### src/hdl/cocd_pkg.sv
// Types, kind codes and the opcode pattern table for the opcode class decoder.
// No dependencies; used by cpu_opcode_class_decoder and tb_cpu_opcode_class_decoder.
`default_nettype none
package cocd_pkg;

  typedef enum logic [1:0] {
    TBL_BASE = 2'd0,
    TBL_CB   = 2'd1,
    TBL_IDX  = 2'd2
  } tbl_t;

  typedef enum logic [5:0] {
    KIND_BIT  = 6'd0,  KIND_RES  = 6'd1,  KIND_SET  = 6'd2,  KIND_RLC  = 6'd3,
    KIND_RL   = 6'd4,  KIND_RRC  = 6'd5,  KIND_RR   = 6'd6,  KIND_SLA  = 6'd7,
    KIND_SRA  = 6'd8,  KIND_SRL  = 6'd9,  KIND_SWAP = 6'd10, KIND_LD   = 6'd11,
    KIND_RLCA = 6'd12, KIND_RLA  = 6'd13, KIND_JR   = 6'd14, KIND_JP   = 6'd15,
    KIND_RRCA = 6'd16, KIND_RRA  = 6'd17, KIND_ADD  = 6'd18, KIND_RET  = 6'd19,
    KIND_CALL = 6'd20, KIND_ADC  = 6'd21, KIND_SUB  = 6'd22, KIND_SBC  = 6'd23,
    KIND_AND  = 6'd24, KIND_OR   = 6'd25, KIND_XOR  = 6'd26, KIND_LDHL = 6'd27,
    KIND_CP   = 6'd28, KIND_INC  = 6'd29, KIND_DEC  = 6'd30, KIND_PUSH = 6'd31,
    KIND_POP  = 6'd32
  } kind_t;

  localparam logic [7:0] PREFIX_CB = 8'hCB;
  localparam logic [7:0] PREFIX_DD = 8'hDD;
  localparam logic [7:0] PREFIX_FD = 8'hFD;

  typedef struct packed {
    tbl_t       tbl;
    logic [7:0] mask;
    logic [7:0] value;
    kind_t      kind;
  } rule_t;

  typedef struct packed {
    logic  found;
    kind_t kind;
  } grp_t;

  localparam int NumRules  = 74;
  localparam int GroupSize = 8;
  localparam int NumGroups = (NumRules + GroupSize - 1) / GroupSize;

  // Priority order: lower index wins.
  localparam rule_t Rules [NumRules] = '{
    // CB table
    '{TBL_CB, 8'hC0, 8'h40, KIND_BIT},  '{TBL_CB, 8'hC0, 8'h80, KIND_RES},
    '{TBL_CB, 8'hC0, 8'hC0, KIND_SET},  '{TBL_CB, 8'hF8, 8'h00, KIND_RLC},
    '{TBL_CB, 8'hF8, 8'h10, KIND_RL},   '{TBL_CB, 8'hF8, 8'h08, KIND_RRC},
    '{TBL_CB, 8'hF8, 8'h18, KIND_RR},   '{TBL_CB, 8'hF8, 8'h20, KIND_SLA},
    '{TBL_CB, 8'hF8, 8'h28, KIND_SRA},  '{TBL_CB, 8'hF8, 8'h38, KIND_SRL},
    '{TBL_CB, 8'hF8, 8'h30, KIND_SWAP},
    // DD / FD table
    '{TBL_IDX, 8'hC7, 8'h46, KIND_LD},  '{TBL_IDX, 8'hF8, 8'h70, KIND_LD},
    // base table
    '{TBL_BASE, 8'hFF, 8'h07, KIND_RLCA},
    '{TBL_BASE, 8'hFF, 8'h17, KIND_RLA},
    '{TBL_BASE, 8'hFF, 8'h18, KIND_JR},   '{TBL_BASE, 8'hE7, 8'h20, KIND_JR},
    '{TBL_BASE, 8'hFF, 8'hE9, KIND_JP},   '{TBL_BASE, 8'hE6, 8'hC2, KIND_JP},
    '{TBL_BASE, 8'hFF, 8'h0F, KIND_RRCA},
    '{TBL_BASE, 8'hFF, 8'h1F, KIND_RRA},
    '{TBL_BASE, 8'hCF, 8'h09, KIND_ADD},  '{TBL_BASE, 8'hFF, 8'h86, KIND_ADD},
    '{TBL_BASE, 8'hF8, 8'h80, KIND_ADD},  '{TBL_BASE, 8'hFF, 8'hC6, KIND_ADD},
    '{TBL_BASE, 8'hFF, 8'hE8, KIND_ADD},
    '{TBL_BASE, 8'hE7, 8'hC0, KIND_RET},  '{TBL_BASE, 8'hFF, 8'hC9, KIND_RET},
    '{TBL_BASE, 8'hFF, 8'hCD, KIND_CALL}, '{TBL_BASE, 8'hE7, 8'hC4, KIND_CALL},
    '{TBL_BASE, 8'hFF, 8'hCE, KIND_ADC},  '{TBL_BASE, 8'hFF, 8'h8E, KIND_ADC},
    '{TBL_BASE, 8'hF8, 8'h88, KIND_ADC},
    '{TBL_BASE, 8'hF8, 8'h90, KIND_SUB},  '{TBL_BASE, 8'hFF, 8'hD6, KIND_SUB},
    '{TBL_BASE, 8'hFF, 8'hDE, KIND_SBC},  '{TBL_BASE, 8'hFF, 8'h9E, KIND_SBC},
    '{TBL_BASE, 8'hF8, 8'h98, KIND_SBC},
    '{TBL_BASE, 8'hFF, 8'hE6, KIND_AND},  '{TBL_BASE, 8'hFF, 8'hA6, KIND_AND},
    '{TBL_BASE, 8'hF8, 8'hA0, KIND_AND},
    '{TBL_BASE, 8'hFF, 8'hF6, KIND_OR},   '{TBL_BASE, 8'hFF, 8'hB6, KIND_OR},
    '{TBL_BASE, 8'hF8, 8'hB0, KIND_OR},
    '{TBL_BASE, 8'hFF, 8'hEE, KIND_XOR},  '{TBL_BASE, 8'hFF, 8'hAE, KIND_XOR},
    '{TBL_BASE, 8'hF8, 8'hA8, KIND_XOR},
    '{TBL_BASE, 8'hFF, 8'hF8, KIND_LDHL},
    '{TBL_BASE, 8'hFF, 8'hFE, KIND_CP},   '{TBL_BASE, 8'hFF, 8'hBE, KIND_CP},
    '{TBL_BASE, 8'hF8, 8'hB8, KIND_CP},
    '{TBL_BASE, 8'hFF, 8'h34, KIND_INC},  '{TBL_BASE, 8'hC7, 8'h04, KIND_INC},
    '{TBL_BASE, 8'hCF, 8'h03, KIND_INC},
    '{TBL_BASE, 8'hFF, 8'h35, KIND_DEC},  '{TBL_BASE, 8'hC7, 8'h05, KIND_DEC},
    '{TBL_BASE, 8'hCF, 8'h0B, KIND_DEC},
    '{TBL_BASE, 8'hCF, 8'hC5, KIND_PUSH},
    '{TBL_BASE, 8'hCF, 8'hC1, KIND_POP},
    '{TBL_BASE, 8'hFF, 8'h08, KIND_LD},   '{TBL_BASE, 8'hCF, 8'h01, KIND_LD},
    '{TBL_BASE, 8'hFF, 8'h36, KIND_LD},   '{TBL_BASE, 8'hEF, 8'h2A, KIND_LD},
    '{TBL_BASE, 8'hEF, 8'h22, KIND_LD},   '{TBL_BASE, 8'hC7, 8'h06, KIND_LD},
    '{TBL_BASE, 8'hEF, 8'h0A, KIND_LD},   '{TBL_BASE, 8'hEF, 8'h02, KIND_LD},
    '{TBL_BASE, 8'hF8, 8'h70, KIND_LD},   '{TBL_BASE, 8'hEF, 8'hE2, KIND_LD},
    '{TBL_BASE, 8'hEF, 8'hE0, KIND_LD},   '{TBL_BASE, 8'hEF, 8'hEA, KIND_LD},
    '{TBL_BASE, 8'hFF, 8'hF9, KIND_LD},   '{TBL_BASE, 8'hC7, 8'h46, KIND_LD},
    '{TBL_BASE, 8'hC0, 8'h40, KIND_LD}
  };

endpackage
`default_nettype wire

### src/hdl/cpu_opcode_class_decoder.sv
// Opcode class decoder top level: table select, pattern match, grouped
// priority encode and final select. Depends on cocd_pkg and cocd_pipe_reg.
// Throughput: one beat per cycle; stalls propagate back through the stages.
// Reset: synchronous, active high; clears all stage valid bits.
`default_nettype none
module cpu_opcode_class_decoder (
  input  wire logic        clk,
  input  wire logic        rst,
  input  wire logic        in_valid,
  output logic             in_ready,
  input  wire logic [7:0]  opcode_byte,
  input  wire logic        prefix_present,
  input  wire logic [7:0]  prefix_byte,
  output logic             out_valid,
  input  wire logic        out_ready,
  output logic [5:0]       instr_kind,
  output logic             unknown_instr
);

  localparam int S1W = 8 + $bits(cocd_pkg::tbl_t);
  localparam int S2W = cocd_pkg::NumRules;
  localparam int S3W = cocd_pkg::NumGroups * $bits(cocd_pkg::grp_t);
  localparam int S4W = 7;

  // stage 1: table select
  cocd_pkg::tbl_t  tbl_sel;
  logic [S1W-1:0]  s1_in, s1_q;
  logic            s1_valid, s1_ready;
  logic [7:0]      s1_op;
  cocd_pkg::tbl_t  s1_tbl;

  always_comb begin
    tbl_sel = cocd_pkg::TBL_BASE;
    if (prefix_present) begin
      if (prefix_byte == cocd_pkg::PREFIX_CB) begin
        tbl_sel = cocd_pkg::TBL_CB;
      end else if (prefix_byte == cocd_pkg::PREFIX_DD ||
                   prefix_byte == cocd_pkg::PREFIX_FD) begin
        tbl_sel = cocd_pkg::TBL_IDX;
      end
    end
  end

  assign s1_in = {opcode_byte, tbl_sel};

  cocd_pipe_reg #(.Width(S1W)) u_s1 (
    .clk(clk), .rst(rst),
    .in_valid(in_valid), .in_ready(in_ready), .in_data(s1_in),
    .out_valid(s1_valid), .out_ready(s1_ready), .out_data(s1_q)
  );

  assign s1_op  = s1_q[S1W-1 -: 8];
  assign s1_tbl = cocd_pkg::tbl_t'(s1_q[$bits(cocd_pkg::tbl_t)-1:0]);

  // stage 2: per-pattern hits
  logic [S2W-1:0] hits, s2_q;
  logic           s2_valid, s2_ready;

  always_comb begin
    for (int i = 0; i < cocd_pkg::NumRules; i++) begin
      hits[i] = (cocd_pkg::Rules[i].tbl == s1_tbl) &&
                ((s1_op & cocd_pkg::Rules[i].mask) == cocd_pkg::Rules[i].value);
    end
  end

  cocd_pipe_reg #(.Width(S2W)) u_s2 (
    .clk(clk), .rst(rst),
    .in_valid(s1_valid), .in_ready(s1_ready), .in_data(hits),
    .out_valid(s2_valid), .out_ready(s2_ready), .out_data(s2_q)
  );

  // stage 3: first hit within each group of patterns
  cocd_pkg::grp_t [cocd_pkg::NumGroups-1:0] grp, s3_grp;
  logic [S3W-1:0] s3_q;
  logic           s3_valid, s3_ready;

  always_comb begin
    for (int g = 0; g < cocd_pkg::NumGroups; g++) begin
      grp[g].found = 1'b0;
      grp[g].kind  = cocd_pkg::KIND_BIT;
      // walk backwards so the lowest index is written last and wins
      for (int j = cocd_pkg::GroupSize - 1; j >= 0; j--) begin
        if (g * cocd_pkg::GroupSize + j < cocd_pkg::NumRules) begin
          if (s2_q[g * cocd_pkg::GroupSize + j]) begin
            grp[g].found = 1'b1;
            grp[g].kind  = cocd_pkg::Rules[g * cocd_pkg::GroupSize + j].kind;
          end
        end
      end
    end
  end

  cocd_pipe_reg #(.Width(S3W)) u_s3 (
    .clk(clk), .rst(rst),
    .in_valid(s2_valid), .in_ready(s2_ready), .in_data(grp),
    .out_valid(s3_valid), .out_ready(s3_ready), .out_data(s3_q)
  );

  assign s3_grp = s3_q;

  // stage 4: first group with a hit
  cocd_pkg::kind_t kind_sel;
  logic            any_hit;
  logic [S4W-1:0]  s4_in, s4_q;

  always_comb begin
    kind_sel = cocd_pkg::KIND_BIT;
    any_hit  = 1'b0;
    for (int g = cocd_pkg::NumGroups - 1; g >= 0; g--) begin
      if (s3_grp[g].found) begin
        kind_sel = s3_grp[g].kind;
        any_hit  = 1'b1;
      end
    end
  end

  assign s4_in = {kind_sel, !any_hit};

  cocd_pipe_reg #(.Width(S4W)) u_s4 (
    .clk(clk), .rst(rst),
    .in_valid(s3_valid), .in_ready(s3_ready), .in_data(s4_in),
    .out_valid(out_valid), .out_ready(out_ready), .out_data(s4_q)
  );

  assign instr_kind    = s4_q[S4W-1:1];
  assign unknown_instr = s4_q[0];

endmodule
`default_nettype wire

### src/hdl/cocd_pipe_reg.sv
// One valid/ready pipeline register stage with a payload of Width bits.
// No dependencies.
`default_nettype none
module cocd_pipe_reg #(
  parameter int Width = 8
) (
  input  wire logic             clk,
  input  wire logic             rst,
  input  wire logic             in_valid,
  output logic                  in_ready,
  input  wire logic [Width-1:0] in_data,
  output logic                  out_valid,
  input  wire logic             out_ready,
  output logic [Width-1:0]      out_data
);

  // stage takes a beat when empty or when its own beat leaves this cycle
  assign in_ready = !out_valid || out_ready;

  always_ff @(posedge clk) begin
    if (rst) begin
      out_valid <= 1'b0;
    end else if (in_ready) begin
      out_valid <= in_valid;
    end
  end

  always_ff @(posedge clk) begin
    if (in_valid && in_ready) begin
      out_data <= in_data;
    end
  end

endmodule
`default_nettype wire

### config.mk
export PLATFORM = sky130hd
export DESIGN_NAME = cpu_opcode_class_decoder
export DESIGN_NICKNAME = d
export VERILOG_FILES = /design/src/hdl/cocd_pkg.sv /design/src/hdl/cpu_opcode_class_decoder.sv /design/src/hdl/cocd_pipe_reg.sv
export SDC_FILE = /design/constraint.sdc
export NUM_CORES = 1
export LEC_CHECK = 0
export ABC_CLOCK_PERIOD_IN_PS = 2570
export BUFFER_PORTS_ARGS = -buffer_cell sky130_fd_sc_hd__buf_2
export CAP_MARGIN = 25
export CORE_MARGIN = 2
export CORE_UTILIZATION = 30
export CTS_CLUSTER_SIZE = 25
export DETAILED_ROUTE_END_ITERATION = 16
export GPL_ROUTABILITY_DRIVEN = 0
export GPL_TIMING_DRIVEN = 0
export HOLD_SLACK_MARGIN = 0.12
export MAX_ROUTING_LAYER = met4
export SLEW_MARGIN = 20
export SYNTH_ARGS = -nofsm -noshare
export SYNTH_HDL_FRONTEND = slang
export SYNTH_HIERARCHICAL = 1
export SYNTH_SLANG_ARGS = --single-unit
### constraint.sdc
create_clock -name clk -period 2.57 [get_ports clk]
set_clock_uncertainty 0.1 [all_clocks]
set_input_delay 0.257 -clock clk [delete_from_list [all_inputs] [get_ports clk]]
set_output_delay 0.257 -clock clk [all_outputs]
set_load 0.02 [all_outputs]
==> Yosys cells after proc, flatten, opt, wreduce, memory -nomap -nowiden <==
Cells that the tools add are included.
{ "word_totals": {"ff_bits": 165, "in_bits": 21} }
{ "classes": {"n_reduce_logical": 112, "bitwise": 1, "n_eq_ne": 75, "muxes": 77} }
{ "op_table": {"columns": ["operator", "n"], "rows": [
  ["equality test 8 bit, second input constant", 24],
  ["2-to-1 mux 6 bit", 15],
  ["logical AND 1 bit", 78],
  ["2-to-1 mux 7 bit", 10],
  ["OR reduction 7 bit", 9],
  ["equality test 5 bit, second input constant", 9],
  ["equality test 5 x 3 -> 1 bit, second input constant", 7],
  ["2-to-1 mux 2 bit", 15],
  ["equality test 6 bit, second input constant", 4],
  ["equality test 8 x 5 -> 1 bit, second input constant", 3],
  ["equality test 8 x 6 -> 1 bit, second input constant", 3],
  ["2-to-1 mux 1 bit", 24],
  ["2-to-1 mux 3 bit", 8],
  ["equality test 7 bit, second input constant", 3],
  ["2-to-1 mux 5 bit", 4],
  ["equality test 6 x 4 -> 1 bit, second input constant", 3],
  ["equality test 8 x 4 -> 1 bit, second input constant", 2],
  ["equality test 7 x 5 -> 1 bit, second input constant", 2],
  ["OR reduction 4 bit", 3],
  ["OR reduction 6 bit", 2],
  ["equality test 5 x 2 -> 1 bit, second input constant", 2],
  ["equality test 5 x 4 -> 1 bit, second input constant", 2],
  ["OR reduction 2 bit", 5],
  ["equality test 8 x 3 -> 1 bit, second input constant", 1],
  ["other kinds (17)", 27]
]} }

==> Longest topological paths before layout <==
Gate-level depths: netlist of the first run.
{ "depth": {"depth_word": 11, "depth_mapped": 6, "ltp_nobuf": 5} }

==> By module <==
Netlist of the first run, hierarchy kept.
{ "by_module_without_submodules": {"columns": ["module", "area_per_inst_um2", "n_inst", "cells_per_inst"], "rows": [
  ["cocd_pipe_reg (u_s2)", 2277.2, 1, 79],
  ["cocd_pipe_reg (u_s3)", 2157.1, 1, 75],
  ["cpu_opcode_class_decoder", 1675.4, 1, 313],
  ["cocd_pipe_reg (u_s1)", 355.3, 1, 15],
  ["cocd_pipe_reg (u_s4)", 265.3, 1, 12]
]} }

==> Least setup slack after synthesis of the first run <==
No wires, ideal clock.
{ "synth_timing": {"path_kind": "register to register", "startpoint": "reg u_s4.out_valid", "endpoint": "reg u_s2.out_data[0], enable pin", "arrival_time_ns": 1.354, "required_time_ns": 2.090, "path_slack_ns": 0.736, "path_stages_with_launch": 5, "period_less_slack_ns": 1.834, "path_buffers": 0, "path_cell_list": "dfxtp_1 > nand2b_4 > nand2b_4 > nand2b_4 > and2_4"} }
{ "synth_between": {"elab_chain_cells": 5} }
{ "synth_lines": {"columns": ["item", "line_no", "rtl"], "rows": [
  ["start, declared", "cocd_pipe_reg.sv:12", "output logic out_valid,"],
  ["start signal, assigned", "cocd_pipe_reg.sv:24", "out_valid <= in_valid;"],
  ["logical NOT 1 bit", "cocd_pipe_reg.sv:18", "assign in_ready = !out_valid || out_ready;"],
  ["logical OR 1 bit", "cocd_pipe_reg.sv:18", null],
  ["named net s3_ready", "cpu_opcode_class_decoder.sv:75", "logic s3_valid, s3_ready;"],
  ["logical OR 1 bit", "cocd_pipe_reg.sv:18", null],
  ["named net s2_ready", "cpu_opcode_class_decoder.sv:57", "logic s2_valid, s2_ready;"],
  ["logical OR 1 bit", "cocd_pipe_reg.sv:18", null],
  ["named net s1_ready", "cpu_opcode_class_decoder.sv:28", "logic s1_valid, s1_ready;"],
  ["logical AND 1 bit", "cocd_pipe_reg.sv:29", "if (in_valid && in_ready) begin"],
  ["end signal, assigned", "cocd_pipe_reg.sv:30", "out_data <= in_data;"],
  ["end, declared", "cocd_pipe_reg.sv:14", "output logic [Width-1:0] out_data"]
]} }
The timed path passes the listed nets, and every way through them passes these cells.
A chain may end at the register's enable or synchronous reset.

==> Final worst setup path of the first run <==
{ "layout_timing": {"startpoint": "reg u_s1.out_data[1]", "endpoint": "reg u_s2.out_data[19] (data pin)"} }
{ "layout_between": {"elab_chain_cells": 2} }
{ "layout_lines": {"columns": ["item", "line_no", "rtl"], "rows": [
  ["start, declared", "cocd_pipe_reg.sv:14", null],
  ["start signal, assigned", "cocd_pipe_reg.sv:30", null],
  ["logical NOT 2 bit", "cpu_opcode_class_decoder.sv:61", "hits[i] = (cocd_pkg::Rules[i].tbl == s1_tbl) &&"],
  ["logical AND 1 bit", "cpu_opcode_class_decoder.sv:61", null],
  ["named net hits[19]", "cpu_opcode_class_decoder.sv:56", "logic [S2W-1:0] hits, s2_q;"]
]} }
The timed path passes the listed nets, and every way through them passes these cells.

==> impl_metrics.env, run 1 <==
export IMPL_netlist_instances=494
export IMPL_clockPowerShare_pct=45.0
export IMPL_grt_max_degree=75
export IMPL_fmax_mhz=455
export IMPL_r2r_start="u_s1/out_data[1]"
export IMPL_area_growth_pct=20.0
export IMPL_fin_nets=595
export IMPL_muxShareOfSynthArea_pct=0
export IMPL_slew_viol_final=0
export IMPL_cts_clk_slew_worst_paths_ps=70
export IMPL_track_usage_pct=11.9
export IMPL_synth_main_ff_cell="edfxtp_1"
export IMPL_slew_headroom_pct=35.0
export IMPL_fin_util_pct=36.9
export IMPL_synthArstFlopShare_pct=0
export IMPL_num_vias=4053
export IMPL_clock_path_buffers=2
export IMPL_cts_max_level=4
export IMPL_drive_above_1_share_pct=15.7
export IMPL_startpoint_type="register"
export IMPL_syn_area_um2=6730
export IMPL_grt_pass1_vias=4016
export IMPL_p_per_area_nw_per_um2=748
export IMPL_start_util_pct=30.7
export IMPL_detail_route_first_pass_iterations=4
export IMPL_ioPinCount=30
export IMPL_wl_um=13000
export IMPL_seq_power_share_pct=51.2
export IMPL_rsz0062_at_grt="no"
export IMPL_drv_cap=0
export IMPL_clk_latency_ps=430
export IMPL_hp_class="register to register"
export IMPL_die_h_um=154
export IMPL_nFillCells=2132
export IMPL_rr_endpoint="u_s2/out_data[19]"
export IMPL_setup_viol=0
export IMPL_setup_tns_ps=0
export IMPL_hold_viol=0
export IMPL_overflow=0
export IMPL_yosysUniqueCellTypes=45
export IMPL_via_per_inst=4.67
export IMPL_io_buffer_count=29
export IMPL_postCtsSetupBuffers=0
export IMPL_synthSimpleGateAreaFrac_pct=18.4
export IMPL_finalCriticalPeriod_ps=2200
export IMPL_ys_seq_area_share_pct=73.0
export IMPL_dieWidth_um=154
export IMPL_crit_arrival_ps=2300
export IMPL_p_int_mw=4.84
export IMPL_fin_crit_sh_pct=85.5
export IMPL_ys_seq_elements=165
export IMPL_avgRoutedWirePerCell_um=14.9
export IMPL_rows=54
export IMPL_critPathMaxFanout=10
export IMPL_leakage_nw=2.66
export IMPL_cts_root_buf="clkbuf_16"
export IMPL_drc=0
export IMPL_cts_tree="yes"
export IMPL_dpl_hpwl_um=9090
export IMPL_synth_top_family_by_area="simple AND/OR/NAND/NOR gates"
export IMPL_synthAdderAreaFrac_pct=0
export IMPL_crit_required_ps=2670
export IMPL_combPwrFrac_pct=3.8
export IMPL_synth_area_per_cell_um2=13.6
export IMPL_antenna_found_initial=0
export IMPL_crit_start="u_s1/out_data[1]"
export IMPL_holdWs_ps=401
export IMPL_drt_iter0_drc=300
export IMPL_crit_path_end_kind="register"
export IMPL_r2r_cells=5
export IMPL_antenna_left=0
export IMPL_placed_area_um2=7290
export IMPL_core_region_area_um2=21900
export IMPL_crit_end="u_s2/out_data[19]"
export IMPL_antenna_cells=0
export IMPL_outcome="finished, final reports clean"
export IMPL_synth_xor_area_share_pct=0
export IMPL_cts_buffers=17
export IMPL_synth_edf_count=161
export IMPL_r2r_slack_ps=370
export IMPL_cts_resized=0
export IMPL_grt_pass1_wl_um=21100
export IMPL_tightest_slew_ps=975
export IMPL_fin_area_um2=8080
export IMPL_synth_compound_area_share_pct=6.23
export IMPL_power_switching_mw=1.20
export IMPL_crit_type="register to register"
export IMPL_ys_warn_count=6
export IMPL_cts_sinks=165
export IMPL_cts_hold_buf=15
export IMPL_switching_share_pct=19.9
export IMPL_dieArea_um2=23600
export IMPL_vdd_drop_max_mv=0.486
how the worst min path moves through the flow:
stage                    from                to  slack (ps)  cells after the start
6_report       u_s4/out_valid    u_s4/out_valid         400                      2
5_1_grt        u_s2/out_valid    u_s3/out_valid         420                      2
4_1_cts        u_s4/out_valid    u_s4/out_valid         410                      2
3_5_place_dp   opcode_byte[6]  u_s1/out_data[8]         340                      1
3_3_place_gp   opcode_byte[5]  u_s1/out_data[7]         330                      1
2_1_floorplan             rst    u_s1/out_valid         220                      1
synth_stat cells, types with 4 or more instances:
master	count	share of area [%]
dfxtp_1	4	1.2
nand2b_1	16	1.5
nor4_1	11	1.0
a41oi_1	4	0.52
o221ai_1	4	0.52
nor3_1	41	3.0
nand3b_1	9	1.0
nand2b_4	4	0.82
nand3_1	13	0.97
a22oi_1	5	0.56
and2_4	4	0.52
clkbuf_1	7	0.39
or3_1	8	0.74
or2_2	6	0.56
inv_1	21	1.2
a221o_1	4	0.59
edfxtp_1	161	72
nor2b_1	8	0.74
a21oi_1	16	1.2
and3_1	4	0.37
nor2_1	72	4.0
buf_2	4	0.30
nand2_1	30	1.7
a221o_2	5	0.84
o21ai_0	5	0.37
a21oi_2	4	0.52
cell usage in the layout, fill, tap and decap left out, types with 6 or more instances in the layout:
cell / count
or2_2: 6
nor2b_1: 8
edfxtp_1: 161
nand3_1: 13
buf_2: 33
nand2b_1: 16
a21oi_1: 16
nand3b_1: 9
dlygate4sd3_1: 15
nor4_1: 11
clkbuf_1: 7
nor3_1: 41
conb_1: 18
inv_1: 21
nor2_1: 72
clkbuf_16: 17
nand2_1: 30
or3_1: 8
critical path, cell delays in order, from the launching register on:
cell and delay (ps):
edfxtp_1 480, or2_2 320, buf_2 180, nor2_1 240, nand3_1 280, nor4_1 370
layer usage:
metal,vias up,wire (um),part of all wire (%),track usage [%]
li1,1997,-,-,-
met3,13,548,4.2,3.21
met2,82,6300,49,18.2
met5,-,0,0,-
met4,0,168,1.3,4.50
met1,1961,5940,46,15.2
per-stage QoR:
step           setup slack [ps]  power (mW)  cells
2_1_floorplan               736        3.28    511
4_1_cts                     377        6.09    867
5_1_grt                     247        6.24    867
6_report                    373        6.04    867
3_5_place_dp                395        3.36    820
3_3_place_gp                444        3.35    820
flip-flops by register name (all words and copies together) (netlist names):
signal,cells
u_s4/out_data,7
u_s4/out_valid,1
u_s3/out_valid,1
u_s3/out_data,70
u_s1/out_data,10
u_s2/out_data,74
u_s2/out_valid,1
u_s1/out_valid,1
cell families (layout without fill, tap and decap cells):
| group | count (synthesis) | in the layout |
|---|---|---|
| AND/OR/NAND/NOR | 237 | 237 |
| flip-flops | 165 | 165 |
| AO/OA/AOI/OAI | 56 | 56 |
| buffers and inverters | 35 | 111 |
| other | 1 | 18 |
area by class of cell:
type	count	area, um2	share of cell area, %
clock buffer	17	425	5.27
sequential	165	4910	60.9
multi-input combinational	311	1730	21.4
tap	280	350	4.34
clock inverter	15	210	2.60
inverter	21	78.8	0.976
timing repair buffer	44	295	3.66
buffer	14	72.6	0.899
power by group through the flow:
stage / Sequential [mW] / Clock, mW / Combinational [mW]
CTS: 3.09 / 2.77 / 0.228
detailed placement: 3.15 / 0 / 0.212
floorplan: 3.14 / 0 / 0.140
global route: 3.10 / 2.88 / 0.255
global placement: 3.14 / 0 / 0.207
finish: 3.09 / 2.72 / 0.227
Note: power is estimated with default switching activity, not from simulation.
==> run 2: changes to the inputs <==
- ABC_AREA: default -> 1
- ABC_CLOCK_PERIOD_IN_PS: 2570 -> default
- GPL_ROUTABILITY_DRIVEN: 0 -> default
==> run 2 against run 1 <==
Critical path depth grew 2; maximum frequency up 2.3%; combinational power up 19%; total power shrank 3.3%; critical endpoint is now u_s1/out_data[0]; clock-buffer cell count increased by 3; sequential cell count unchanged; largest power group unchanged.
==> impl_metrics.env, run 2 <==
export IMPL_cts_clk_slew_worst_paths_ps=60
export IMPL_io_buffer_count=29
export IMPL_drt_iter0_drc=294
export IMPL_yosysTopAreaCellShare_pct=70.5
export IMPL_synthSimpleGateAreaFrac_pct=19.5
export IMPL_track_usage_pct=12.2
export IMPL_leakage_nw=3.06
export IMPL_wl_met2_um=6470
export IMPL_crit_chain="dlygate4sd3_1 -> buf_2 -> nor2_1 -> dlygate4sd3_1 -> nand2_1 -> dlygate4sd3_1 -> nor3_1"
export IMPL_grt_pass1_vias=4417
export IMPL_netlist_instances=598
export IMPL_cts_tree="yes"
export IMPL_crit_required_ps=2740
export IMPL_antenna_found_initial=0
export IMPL_vdd_drop_max_mv=0.480
export IMPL_fmax_mhz=466
export IMPL_antenna_cells=0
export IMPL_detail_route_first_pass_iterations=4
export IMPL_dieArea_um2=24100
export IMPL_finalCriticalPeriod_ps=2150
export IMPL_ys_warn_count=6
export IMPL_rsz0062_at_grt="no"
export IMPL_outcome="finished, final reports clean"
export IMPL_ioPinCount=30
export IMPL_top_register="u_s2/out_data"
export IMPL_hold_viol=0
export IMPL_cts_hold_buf=20
export IMPL_synth_compound_area_share_pct=4.34
export IMPL_cts_buffers=17
export IMPL_synthAdderAreaFrac_pct=0
export IMPL_avgRoutedWirePerCell_um=13.5
export IMPL_antenna_left=0
export IMPL_wl_um=13400
export IMPL_rows=55
export IMPL_num_vias=4435
export IMPL_clk_latency_ps=420
export IMPL_setup_viol=0
export IMPL_critPathMaxStageDelay_ps=560
export IMPL_synth_area_leaders="edfxtp_1 (71%), nor2_1 (6.9%), nand2_1 (5.0%)"
export IMPL_postCtsSetupBuffers=0
export IMPL_yosysUniqueCellTypes=31
export IMPL_slew_viol_final=0
export IMPL_synth_edf_count=161
export IMPL_cts_resized=0
export IMPL_top_regs="u_s2/out_data x74, u_s3/out_data x70, u_s1/out_data x10"
export IMPL_wl_met3_um=468
export IMPL_overflow=0
export IMPL_drc=0
export IMPL_drv_cap=0
export IMPL_fin_util_pct=37.4
export IMPL_critPathSlowestCell="dlygate4sd3_1"
export IMPL_dpl_hpwl_um=9730
export IMPL_ys_seq_elements=165
export IMPL_netlist_top_cells_count="edfxtp_1 (161), nor2_1 (126), nand2_1 (92), inv_1 (45), nor3_1 (35)"
export IMPL_cts_root_buf="clkbuf_16"
export IMPL_tightest_slew_ps=644
export IMPL_place_ws_ps=375
export IMPL_cts_max_level=4
export IMPL_p_per_area_nw_per_um2=695
export IMPL_grt_pass1_wl_um=21900
export IMPL_total_power_mw=5.84
export IMPL_core_region_area_um2=22500
export IMPL_die_h_um=155
export IMPL_syn_area_um2=6850
export IMPL_crit_top_cell="dlygate4sd3_1"
export IMPL_topRoutingLayerUsed="met4"
export IMPL_setup_tns_ps=0
export IMPL_drive_above_1_share_pct=16.2
export IMPL_cts_sinks=165
export IMPL_crit_type="primary input to register"
export IMPL_synthArstFlopShare_pct=0
export IMPL_via_per_inst=4.48
export IMPL_area_growth_pct=22.7
export IMPL_crit_path_end_kind="register"
export IMPL_ys_seq_area_share_pct=71.7
export IMPL_grt_max_degree=24
export IMPL_dieWidth_um=155
export IMPL_clock_path_buffers=2
export IMPL_fin_nets=712
export IMPL_yosysMostFrequentCell="edfxtp_1"
export IMPL_hp_class="primary input to register"
export IMPL_critPathMaxFanout=1
export IMPL_crit_arrival_ps=2310
export IMPL_mostFrequentLayoutCells="edfxtp_1 (161), nor2_1 (126), nand2_1 (92)"
export IMPL_gp_congestion=0.865
export IMPL_synth_area_per_cell_um2=11.5
export IMPL_start_util_pct=30.5
export IMPL_yosysTopAreaCell="edfxtp_1"
export IMPL_synth_top_family_by_area="simple AND/OR/NAND/NOR gates"
export IMPL_synth_xor_area_share_pct=0
export IMPL_wirelength_met1_um=6080
export IMPL_startpoint_type="primary input"
export IMPL_largest_reg_flops=74
export IMPL_dpl_cell_count=937
export IMPL_fin_crit_sh_pct=83.6
export IMPL_stdcell_count=989
export IMPL_muxShareOfSynthArea_pct=0
export IMPL_synth_main_ff_cell="edfxtp_1"
export IMPL_layout_commonest_cell="edfxtp_1"
export IMPL_slew_headroom_pct=57.0
export IMPL_setup_ws_ps=422
run 2: cell types whose count changed after synthesis, moves of 6 or more:
cell,previous run,this run
a21oi_1,16,26
inv_1,21,45
inv_2,0,20
nand2_1,30,92
nand2b_1,16,0
nand3_1,13,20
nand3b_1,9,0
nor2_1,72,126
nor2b_1,8,0
nor3_1,41,35
or3_1,8,0
run 2: worst max-delay path, delay by kind of cell:
family | cells | cell delay [ps]
AND/OR/NAND/NOR | 3 | 300
buffers and inverters | 4 | 1760
run 2: final cells by class:
type / instances / area [um2]
fillers: 2139 / 14100
plain buffers: 9 / 55.1
flip-flops and latches: 165 / 4910
clock inverters: 12 / 153
clock buffers: 20 / 437
well taps: 285 / 357
inverters: 65 / 244
repair buffers: 57 / 526
multi-input cells: 376 / 1730
run 2: final timing paths:
check	startpoint	endpoint	slack [ps]	depth (start not counted)
setup / recovery	prefix_byte[5]	u_s1/out_data[0]	420	7
hold reg to reg	u_s1/out_valid	u_s1/out_valid	390	2
setup reg to reg	u_s4/out_valid	u_s2/out_data[1]	440	8
hold / removal	out_ready	u_s3/out_valid	140	6
run 2: per-stage QoR:
step                hold WS [ps]  instance area (um2)
floorplan                    219                 6940
global placement             334                 7440
detailed placement           335                 7620
CTS                          126                 8410
global route                 154                 8410
finish                       139                 8410
run 2: routing by layer:
metal / global-route usage (%) / up-vias
li1: - / 2232
met1: 14.6 / 2073
met2: 19.8 / 96
met3: 3.06 / 34
met4: 5.07 / 0
met5: - / -
run 2: cell families after synthesis:
group | count (synthesis)
AO/OA/AOI/OAI | 48
other | 1
buffers and inverters | 74
flip-flops | 165
AND/OR/NAND/NOR | 310
run 2: power by group:
part           switching [mW]  internal [mW]
logic                   0.170         0.0985
clock network           0.997           1.53
registers              0.0308           3.02
